==> config.mk <==
export PLATFORM = sky130hd
export DESIGN_NAME = sha512_core
export DESIGN_NICKNAME = d
export VERILOG_FILES = /design/src/hw/rtl/sha512_pkg.sv /design/src/hw/rtl/sha512_core.sv
export SDC_FILE = /design/constraint.sdc
export NUM_CORES = 2
export LEC_CHECK = 0
export BUFFER_PORTS_ARGS = -buffer_cell sky130_fd_sc_hd__buf_2
export CAP_MARGIN = 20
export CORE_ASPECT_RATIO = 1.2
export CORE_MARGIN = 5
export CORE_UTILIZATION = 60
export DETAILED_ROUTE_END_ITERATION = 16
export HOLD_SLACK_MARGIN = 0.03
export PLACE_DENSITY = 0.76
export SKIP_CTS_REPAIR_TIMING = 1
export SLEW_MARGIN = 20
export SYNTH_ARGS = -nofsm -noshare
export SYNTH_HDL_FRONTEND = slang
export SYNTH_SLANG_ARGS = --single-unit
==> constraint.sdc <==
create_clock -name clock -period 20.9 [get_ports clock]
set_input_delay 1.045 -clock clock [delete_from_list [all_inputs] [get_ports clock]]
set_output_delay 1.045 -clock clock [all_outputs]
set_load 0.02 [all_outputs]
==> src/hw/rtl/sha512_pkg.sv <==
// Shared types, constants and round functions of the SHA-512 hash engine.
// Used by the interfaces, the schedule, the round core and the top level.
package sha512_pkg;

   localparam int WORD_W      = 64;
   localparam int BLOCK_WORDS = 16;
   localparam int HASH_WORDS  = 8;
   localparam int ROUNDS      = 80;

   typedef logic [WORD_W-1:0] word_type;
   typedef logic [6:0]        round_type;

   typedef struct packed {
      logic push;
      logic start;
      logic step;
      logic add;
      logic shift;
      logic reinit;
   } ctl_type;

   localparam round_type LAST_ROUND = round_type'(ROUNDS - 1);
   localparam logic [3:0] FULL_BYTES = 4'd8;
   localparam logic [3:0] LAST_SLOT  = 4'(BLOCK_WORDS - 1);
   localparam logic [3:0] LEN_SLOT   = 4'(BLOCK_WORDS - 2);
   localparam word_type   MARK_WORD  = 64'h8000_0000_0000_0000;

   function automatic word_type rotr(word_type x, int n);
      return (x >> n) | (x << (WORD_W - n));
   endfunction

   function automatic word_type big_sigma0(word_type x);
      return rotr(x, 28) ^ rotr(x, 34) ^ rotr(x, 39);
   endfunction

   function automatic word_type big_sigma1(word_type x);
      return rotr(x, 14) ^ rotr(x, 18) ^ rotr(x, 41);
   endfunction

   function automatic word_type small_sigma0(word_type x);
      return rotr(x, 1) ^ rotr(x, 8) ^ (x >> 7);
   endfunction

   function automatic word_type small_sigma1(word_type x);
      return rotr(x, 19) ^ rotr(x, 61) ^ (x >> 6);
   endfunction

   function automatic word_type choose(word_type e, word_type f, word_type g);
      return (e & f) ^ (~e & g);
   endfunction

   function automatic word_type majority(word_type a, word_type b, word_type c);
      return (a & b) ^ (a & c) ^ (b & c);
   endfunction

   // keep the top bytes in use, then place the pad byte right after them
   function automatic word_type pad_word(word_type data, logic [2:0] nbytes);
      word_type keep;
      keep = ~({WORD_W{1'b1}} >> {nbytes, 3'b000});
      return (data & keep) | (MARK_WORD >> {nbytes, 3'b000});
   endfunction

   function automatic word_type init_hash(logic [2:0] idx);
      word_type v;
      unique case (idx)
         3'd0: v = 64'h6a09e667f3bcc908;
         3'd1: v = 64'hbb67ae8584caa73b;
         3'd2: v = 64'h3c6ef372fe94f82b;
         3'd3: v = 64'ha54ff53a5f1d36f1;
         3'd4: v = 64'h510e527fade682d1;
         3'd5: v = 64'h9b05688c2b3e6c1f;
         3'd6: v = 64'h1f83d9abfb41bd6b;
         default: v = 64'h5be0cd19137e2179;
      endcase
      return v;
   endfunction

   function automatic word_type round_const(round_type idx);
      word_type v;
      unique case (idx)
         7'd0:  v = 64'h428a2f98d728ae22;  7'd1:  v = 64'h7137449123ef65cd;
         7'd2:  v = 64'hb5c0fbcfec4d3b2f;  7'd3:  v = 64'he9b5dba58189dbbc;
         7'd4:  v = 64'h3956c25bf348b538;  7'd5:  v = 64'h59f111f1b605d019;
         7'd6:  v = 64'h923f82a4af194f9b;  7'd7:  v = 64'hab1c5ed5da6d8118;
         7'd8:  v = 64'hd807aa98a3030242;  7'd9:  v = 64'h12835b0145706fbe;
         7'd10: v = 64'h243185be4ee4b28c;  7'd11: v = 64'h550c7dc3d5ffb4e2;
         7'd12: v = 64'h72be5d74f27b896f;  7'd13: v = 64'h80deb1fe3b1696b1;
         7'd14: v = 64'h9bdc06a725c71235;  7'd15: v = 64'hc19bf174cf692694;
         7'd16: v = 64'he49b69c19ef14ad2;  7'd17: v = 64'hefbe4786384f25e3;
         7'd18: v = 64'h0fc19dc68b8cd5b5;  7'd19: v = 64'h240ca1cc77ac9c65;
         7'd20: v = 64'h2de92c6f592b0275;  7'd21: v = 64'h4a7484aa6ea6e483;
         7'd22: v = 64'h5cb0a9dcbd41fbd4;  7'd23: v = 64'h76f988da831153b5;
         7'd24: v = 64'h983e5152ee66dfab;  7'd25: v = 64'ha831c66d2db43210;
         7'd26: v = 64'hb00327c898fb213f;  7'd27: v = 64'hbf597fc7beef0ee4;
         7'd28: v = 64'hc6e00bf33da88fc2;  7'd29: v = 64'hd5a79147930aa725;
         7'd30: v = 64'h06ca6351e003826f;  7'd31: v = 64'h142929670a0e6e70;
         7'd32: v = 64'h27b70a8546d22ffc;  7'd33: v = 64'h2e1b21385c26c926;
         7'd34: v = 64'h4d2c6dfc5ac42aed;  7'd35: v = 64'h53380d139d95b3df;
         7'd36: v = 64'h650a73548baf63de;  7'd37: v = 64'h766a0abb3c77b2a8;
         7'd38: v = 64'h81c2c92e47edaee6;  7'd39: v = 64'h92722c851482353b;
         7'd40: v = 64'ha2bfe8a14cf10364;  7'd41: v = 64'ha81a664bbc423001;
         7'd42: v = 64'hc24b8b70d0f89791;  7'd43: v = 64'hc76c51a30654be30;
         7'd44: v = 64'hd192e819d6ef5218;  7'd45: v = 64'hd69906245565a910;
         7'd46: v = 64'hf40e35855771202a;  7'd47: v = 64'h106aa07032bbd1b8;
         7'd48: v = 64'h19a4c116b8d2d0c8;  7'd49: v = 64'h1e376c085141ab53;
         7'd50: v = 64'h2748774cdf8eeb99;  7'd51: v = 64'h34b0bcb5e19b48a8;
         7'd52: v = 64'h391c0cb3c5c95a63;  7'd53: v = 64'h4ed8aa4ae3418acb;
         7'd54: v = 64'h5b9cca4f7763e373;  7'd55: v = 64'h682e6ff3d6b2b8a3;
         7'd56: v = 64'h748f82ee5defb2fc;  7'd57: v = 64'h78a5636f43172f60;
         7'd58: v = 64'h84c87814a1f0ab72;  7'd59: v = 64'h8cc702081a6439ec;
         7'd60: v = 64'h90befffa23631e28;  7'd61: v = 64'ha4506cebde82bde9;
         7'd62: v = 64'hbef9a3f7b2c67915;  7'd63: v = 64'hc67178f2e372532b;
         7'd64: v = 64'hca273eceea26619c;  7'd65: v = 64'hd186b8c721c0c207;
         7'd66: v = 64'heada7dd6cde0eb1e;  7'd67: v = 64'hf57d4f7fee6ed178;
         7'd68: v = 64'h06f067aa72176fba;  7'd69: v = 64'h0a637dc5a2c898a6;
         7'd70: v = 64'h113f9804bef90dae;  7'd71: v = 64'h1b710b35131c471b;
         7'd72: v = 64'h28db77f523047d84;  7'd73: v = 64'h32caab7b40c72493;
         7'd74: v = 64'h3c9ebe0a15c9bebc;  7'd75: v = 64'h431d67c49c100d4c;
         7'd76: v = 64'h4cc5d4becb3e42b6;  7'd77: v = 64'h597f299cfc657e2a;
         7'd78: v = 64'h5fcb6fab3ad6faec;  7'd79: v = 64'h6c44198c4a475817;
         default: v = '0;
      endcase
      return v;
   endfunction

endpackage

==> src/hw/rtl/sha512_core.sv <==
// Round core: working variables a..h, one compression round per cycle, and the
// eight-word hash state that accumulates and shifts out the digest.
module sha512_core import sha512_pkg::*; (
   input  logic     clock,
   input  logic     reset,
   input  ctl_type  ctl,
   input  word_type kw,
   output word_type digest_word
);

   word_type work_ff [HASH_WORDS];
   word_type work_in [HASH_WORDS];
   word_type hash_ff [HASH_WORDS];
   word_type t1;
   word_type t2;

   always_comb begin
      t1 = work_ff[7] + big_sigma1(work_ff[4]) + choose(work_ff[4], work_ff[5], work_ff[6]) + kw;
      t2 = big_sigma0(work_ff[0]) + majority(work_ff[0], work_ff[1], work_ff[2]);
      for (int i = 1; i < HASH_WORDS; i++) begin
         work_in[i] = work_ff[i - 1];
      end
      work_in[0] = t1 + t2;
      work_in[4] = work_ff[3] + t1;
   end

   always_ff @(posedge clock) begin
      if (ctl.start) begin
         work_ff <= hash_ff;
      end else if (ctl.step) begin
         work_ff <= work_in;
      end
   end

   always_ff @(posedge clock) begin
      if (reset || ctl.reinit) begin
         for (int i = 0; i < HASH_WORDS; i++) begin
            hash_ff[i] <= init_hash(3'(i));
         end
      end else if (ctl.add) begin
         for (int i = 0; i < HASH_WORDS; i++) begin
            hash_ff[i] <= hash_ff[i] + work_ff[i];
         end
      end else if (ctl.shift) begin
         for (int i = 0; i < HASH_WORDS - 1; i++) begin
            hash_ff[i] <= hash_ff[i + 1];
         end
         hash_ff[HASH_WORDS - 1] <= hash_ff[0];
      end
   end

   assign digest_word = hash_ff[0];

endmodule

# [After elaboration in Yosys (flattened, before gate mapping)]
# Cells that the tools add are included.
# Widths: inputs -> output; s select.
[word_totals] ff_bits=1024 in_bits=72
[classes] add_sub_neg=14 n_mux=4 n_bitwise=19 reduce_logical=3
[op_table] operator="$mux 512" count=4
[op_table] operator="$add 64x64->64" count=14
[op_table] operator="$xor 64x64->64" count=7
[op_table] operator="$and 64x64->64" count=5
[op_table] operator="$not 64->64" count=1
[op_table] operator="$or 23x64->64" count=1
[op_table] operator="$or 25x64->64" count=1
[op_table] operator="$or 30x64->64" count=1
[op_table] operator="$or 36x64->64" count=1
[op_table] operator="$or 46x64->64" count=1
[op_table] operator="$or 50x64->64" count=1
[op_table] operator="$reduce_bool 2->1" count=2
[op_table] operator="$logic_or 1x1->1" count=1

# [Logic depth before layout (Yosys ltp)]
[logic_depth] depth_word=9 ltp_mapped=37 depth_no_buf=36

# [Least setup slack after synthesis]
# Ideal clock, no wire load.
[synth_path] kind="input -> register" from="in ctl[4] in the netlist's numbering" to="reg work_ff[0] in the netlist's numbering, enable pin" setup_time_ps=667 arrival_ps=8059 required_ps=20233 slack_ps=12174 cell_stages=4 path_buffers=3 path_cell_list="clkbuf_1 clkbuf_1 buf_1 or2_2"
[synth_via] elab_chain_len=1
[synth_lines] item="start: declaration" line="sha512_core.sv:6" rtl="input ctl_type ctl,"
[synth_lines] item="$reduce_bool 2->1 (no line)"
[synth_lines] item="end signal: assignment" line="sha512_core.sv:29" rtl="work_ff <= hash_ff;"
[synth_lines] item="end signal: assignment" line="sha512_core.sv:31" rtl="work_ff <= work_in;"
[synth_lines] item="end: declaration" line="sha512_core.sv:11" rtl="word_type work_ff [HASH_WORDS];"
# Every way passes these cells.
# A chain may end at the register's enable or synchronous reset.

# [Final worst setup path]
[layout_path] from="reg work_ff[235] in the netlist's numbering" to="reg work_ff[511] in the netlist's numbering (data pin)"
[layout_via] elab_chain_len=9
[layout_lines] item="$or 46x64->64 / $or 50x64->64 (equally long branches)" line="sha512_pkg.sv:29" rtl="return (x >> n) | (x << (WORD_W - n));"
[layout_lines] item="$xor 64x64->64 (2 in series)" line="sha512_pkg.sv:37" rtl="return rotr(x, 14) ^ rotr(x, 18) ^ rotr(x, 41);"
[layout_lines] item="$add 64x64->64" line="sha512_core.sv:18" rtl="t1 = work_ff[7] + big_sigma1(work_ff[4]) + choose(work_ff[4], work_ff[5], work_ff[6]) + kw;"
[layout_lines] item="$add 64x64->64 (*) (2 in series)" line="sha512_core.sv:18"
[layout_lines] item="$add 64x64->64 (*)" line="sha512_core.sv:23" rtl="work_in[0] = t1 + t2;"
[layout_lines] item="$mux 512 (*)" line="sha512_core.sv:30" rtl="end else if (ctl.step) begin"
[layout_lines] item="$mux 512 (*)" line="sha512_core.sv:28" rtl="if (ctl.start) begin"
# Every way passes the cells marked *; elsewhere a longest branch is shown, timed or not. The select of a mux whose other input is x is not followed.

==> impl_summary.md <==
Clocking
The clock drives 1024 sinks. The level count of the clock H-tree is 3. Clock latency on the worst-skew pair, taken at its later pin, is 0.79 ns. The clock root buffer is sky130_fd_sc_hd__clkbuf_16. The deepest clock path buffer count is 3. Counting the buffers created by CTS gives 118. The TritonCTS clock tree is done.

The clock transition at the registers of the reported paths is 0.06 ns.

Timing
The clock period could shrink to 10.73 ns. The final-report hold violation count came to 0. Timing would allow up to 93.20 MHz. Measured against its own limit, the worst slew margin works out to 0.1968. The number of pins with negative max-slew slack in the final report is 0. Dividing the final minimum period by the clock period gives 0.5134. The count of final setup violators is 0.

Setup repair after global routing left no endpoint under its margin. Across the routed clock network, the largest skew measured is 0.03374 ns. The slew of the pin with the lowest slew margin is 1.174 ns. Adding up every negative setup slack in the final design gives 0 ns.

Setup path
The worst setup path is launched from a register. The critical path starts at work_ff[235]. The origin of the critical flop-to-flop path is work_ff[235]. In this run the critical register-to-register path is captured at work_ff[511]. Of all nets on the critical path, the largest fanout is 7. The largest incremental delay on the critical path is 0.68 ns. The depth of the worst register-to-register path is 32. In this run the register-to-register setup slack is 10.17 ns.

The arrival time of data at the critical path endpoint is 11.28 ns. The largest individual stage delay along the critical path comes from the cell sky130_fd_sc_hd__xnor2_1. The critical path is of the register to register type.

In this design, the critical path's most frequently occurring cell is sky130_fd_sc_hd__a21oi_1. The required time reported for the critical path endpoint is 21.45 ns. The endpoint of the most critical setup path is work_ff[511].

The element type at the critical path end is a register.

Layout
Fill cells in the final layout number 12770. In the final layout, the share of cells above drive strength 1 is 0.1016. Leaving out fill and tap cells, the most frequent cells in the layout are sky130_fd_sc_hd__nand2_1 (744), sky130_fd_sc_hd__a21oi_1 (732), sky130_fd_sc_hd__ha_1 (692), sky130_fd_sc_hd__o21ai_0 (656), sky130_fd_sc_hd__a21o_1 (606). Compared with the post-synthesis result, the final layout area differs by 6.123%. In the final design database the tool counted 10810 nets. Leaving out fill and tap cells, the most frequent cell in the layout is sky130_fd_sc_hd__nand2_1.

Min path
The start point of the worst hold path is hash_ff[257]. The path category of the worst min-delay check is register to register.

Die
The area enclosed by the die boundary is 158900 µm². The starting density of the core is 0.6022. In this run the standard cell core region covers 150500 µm².

The horizontal die dimension is 364.8 µm. The floorplan has 156 rows. Measured along the y axis, the die boundary spans 435.7 µm. In this run the count of I/O pins placed on the die edge is 136.

Yosys
The post-synthesis net count is 11090. The proportion of synthesized chip area in sequential cells is 0.2828. By area the synthesized netlist is led by sky130_fd_sc_hd__edfxtp_1 (17%), sky130_fd_sc_hd__dfxtp_1 (11%), sky130_fd_sc_hd__ha_1 (9.6%). After synthesis, the share of flip-flops with an asynchronous set or reset is 0. The largest area contributor in the netlist is sky130_fd_sc_hd__edfxtp_1. Averaged over all synthesized cells, the footprint is 8.951 µm².

The area share of the largest cell type after synthesis is 0.1697. In this run, synthesis produced a sequential element count of 1024. The count of distinct cell types in the synthesized netlist is 97.

Synthesis handed over a netlist of 10120 instances. In the synthesized netlist the dominant register cell turns out to be sky130_fd_sc_hd__edfxtp_1. The number of synthesis warnings is 0.

Summing every instance area after synthesis gives 90620 µm². The count of flip-flops with a built-in enable after synthesis is 512.

Detailed routing
The detailed-router iteration count before antenna repair is 6. The vias after detailed routing is 78980. The detail route stage leaves a number of antenna-violating nets equal to 0. The starting DRC count in detailed routing is 8143. The final routed DRC violation total is 0. The routed design has 330100 µm of wire.

The ratio of routed vias to standard cells is 6.616. The average wire per standard cell is 27.66 µm.

Global routing
Across every metal layer, demand over resource in global routing totals 0.4005. The first global-routing pass estimated 476600 µm of wire. The number of global-route vias before repair is 74810. Entering global routing, the biggest net connects 151 pins. For this run the aggregate overflow at the end of global routing stands at 0. The number of antenna violations at the first check in global routing is 9.

Place
The count of input and output buffers is 134. The weighted congestion reported at the end of routability-driven placement is 1.041. Detailed placement finished with a half-perimeter wire length of 257200 µm.

Run
The max-cap violation count is 0.

Run status
The flow ran to the end, and the final reports show no timing, DRC or antenna violations.
-- synth_stat cells (46+ instances only) --
| cell | number |
|---|---|
| sky130_fd_sc_hd__dfxtp_1 | 512 |
| sky130_fd_sc_hd__xor2_1 | 347 |
| sky130_fd_sc_hd__nand4_1 | 160 |
| sky130_fd_sc_hd__o31ai_1 | 46 |
| sky130_fd_sc_hd__nor2b_1 | 198 |
| sky130_fd_sc_hd__mux2_2 | 488 |
| sky130_fd_sc_hd__clkbuf_1 | 543 |
| sky130_fd_sc_hd__buf_4 | 64 |
| sky130_fd_sc_hd__nand2_1 | 746 |
| sky130_fd_sc_hd__a31oi_1 | 92 |
| sky130_fd_sc_hd__mux2i_1 | 361 |
| sky130_fd_sc_hd__xnor2_1 | 551 |
| sky130_fd_sc_hd__o21a_1 | 72 |
| sky130_fd_sc_hd__nor3_1 | 69 |
| sky130_fd_sc_hd__a211oi_1 | 340 |
| sky130_fd_sc_hd__a21o_1 | 606 |
| sky130_fd_sc_hd__ha_1 | 692 |
| sky130_fd_sc_hd__fa_1 | 199 |
| sky130_fd_sc_hd__o21ai_0 | 656 |
| sky130_fd_sc_hd__o211ai_1 | 159 |
| sky130_fd_sc_hd__o21bai_1 | 127 |
| sky130_fd_sc_hd__nand2b_1 | 97 |
| sky130_fd_sc_hd__nor2_1 | 378 |
| sky130_fd_sc_hd__edfxtp_1 | 512 |
| sky130_fd_sc_hd__and3_1 | 72 |
| sky130_fd_sc_hd__nand3_1 | 136 |
| sky130_fd_sc_hd__inv_1 | 592 |
| sky130_fd_sc_hd__a21oi_1 | 732 |
-- metrics by stage --
stage	worst slack, ns	std cells	util	hold WS (ns)	instance area (µm²)
6_report	10.17	11940	0.6390	0.5836	96170
5_1_grt	9.821	11930	0.6389	0.6150	96150
2_1_floorplan	12.17	10120	-	0.5292	90620
3_3_place_gp	10.47	11700	0.6120	0.5427	92100
3_5_place_dp	10.45	11700	0.6120	0.5725	92100
4_1_cts	10.36	11930	0.6389	0.5754	96140
-- kinds of logic after synthesis --
logic type / share of synthesized area
xor+xnor: 0.08679
simple gates: 0.1079
compound gates: 0.2277
flops: 0.2828
fa+ha+maj: 0.1399
buf+inv: 0.05447
mux: 0.1005
-- worst max-delay path, delay by kind of cell (launching register included) --
family | cells | cell delay, ns
AOI/OAI and AO/OA | 13 | 3.92
adders and majority gates | 5 | 2.27
xor gates and xnor gates | 4 | 1.65
and+or+nand+nor | 6 | 1.46
DFF | 1 | 0.64
muxes | 1 | 0.27
buffers and inverters | 3 | 0.26
-- routing by layer --
metal | global-route usage | share of wire
met5 | 0 | 0.000036
met4 | 0.2277 | 0.070
met3 | 0.09812 | 0.11
met2 | 0.5839 | 0.41
met1 | 0.5427 | 0.40
-- final cells by class --
class / count / area (µm²) / share of cell area
clock inverter: 64 / 639.4 / 0.006648
timing repair buffer: 258 / 1669 / 0.01736
sequential: 1024 / 25620 / 0.2665
inverter: 593 / 2233 / 0.02322
multi-input combinational: 7852 / 60100 / 0.6250
antenna: 9 / 22.52 / 0.0002342
tap: 1975 / 2471 / 0.02570
clock buffer: 162 / 3406 / 0.03541
-- flip-flops by register name (all words and copies together) (netlist names) --
| signal | flops |
|---|---|
| work_ff | 512 |
| digest_word | 64 |
| hash_ff | 448 |
-- how the worst min path moves through the flow --
stage | depth (start not counted) | to | slack, ns
CTS | 2 | work_ff[1] | 0.58
global placement | 2 | work_ff[1] | 0.54
floorplan | 2 | work_ff[1] | 0.53
global route | 2 | hash_ff[337] | 0.61
detailed placement | 2 | work_ff[257] | 0.57
finish | 2 | work_ff[257] | 0.58
Power is left out: the tool's default activity adds up to more than one toggle a clock period on the data nets, which glitch-free logic cannot reach.
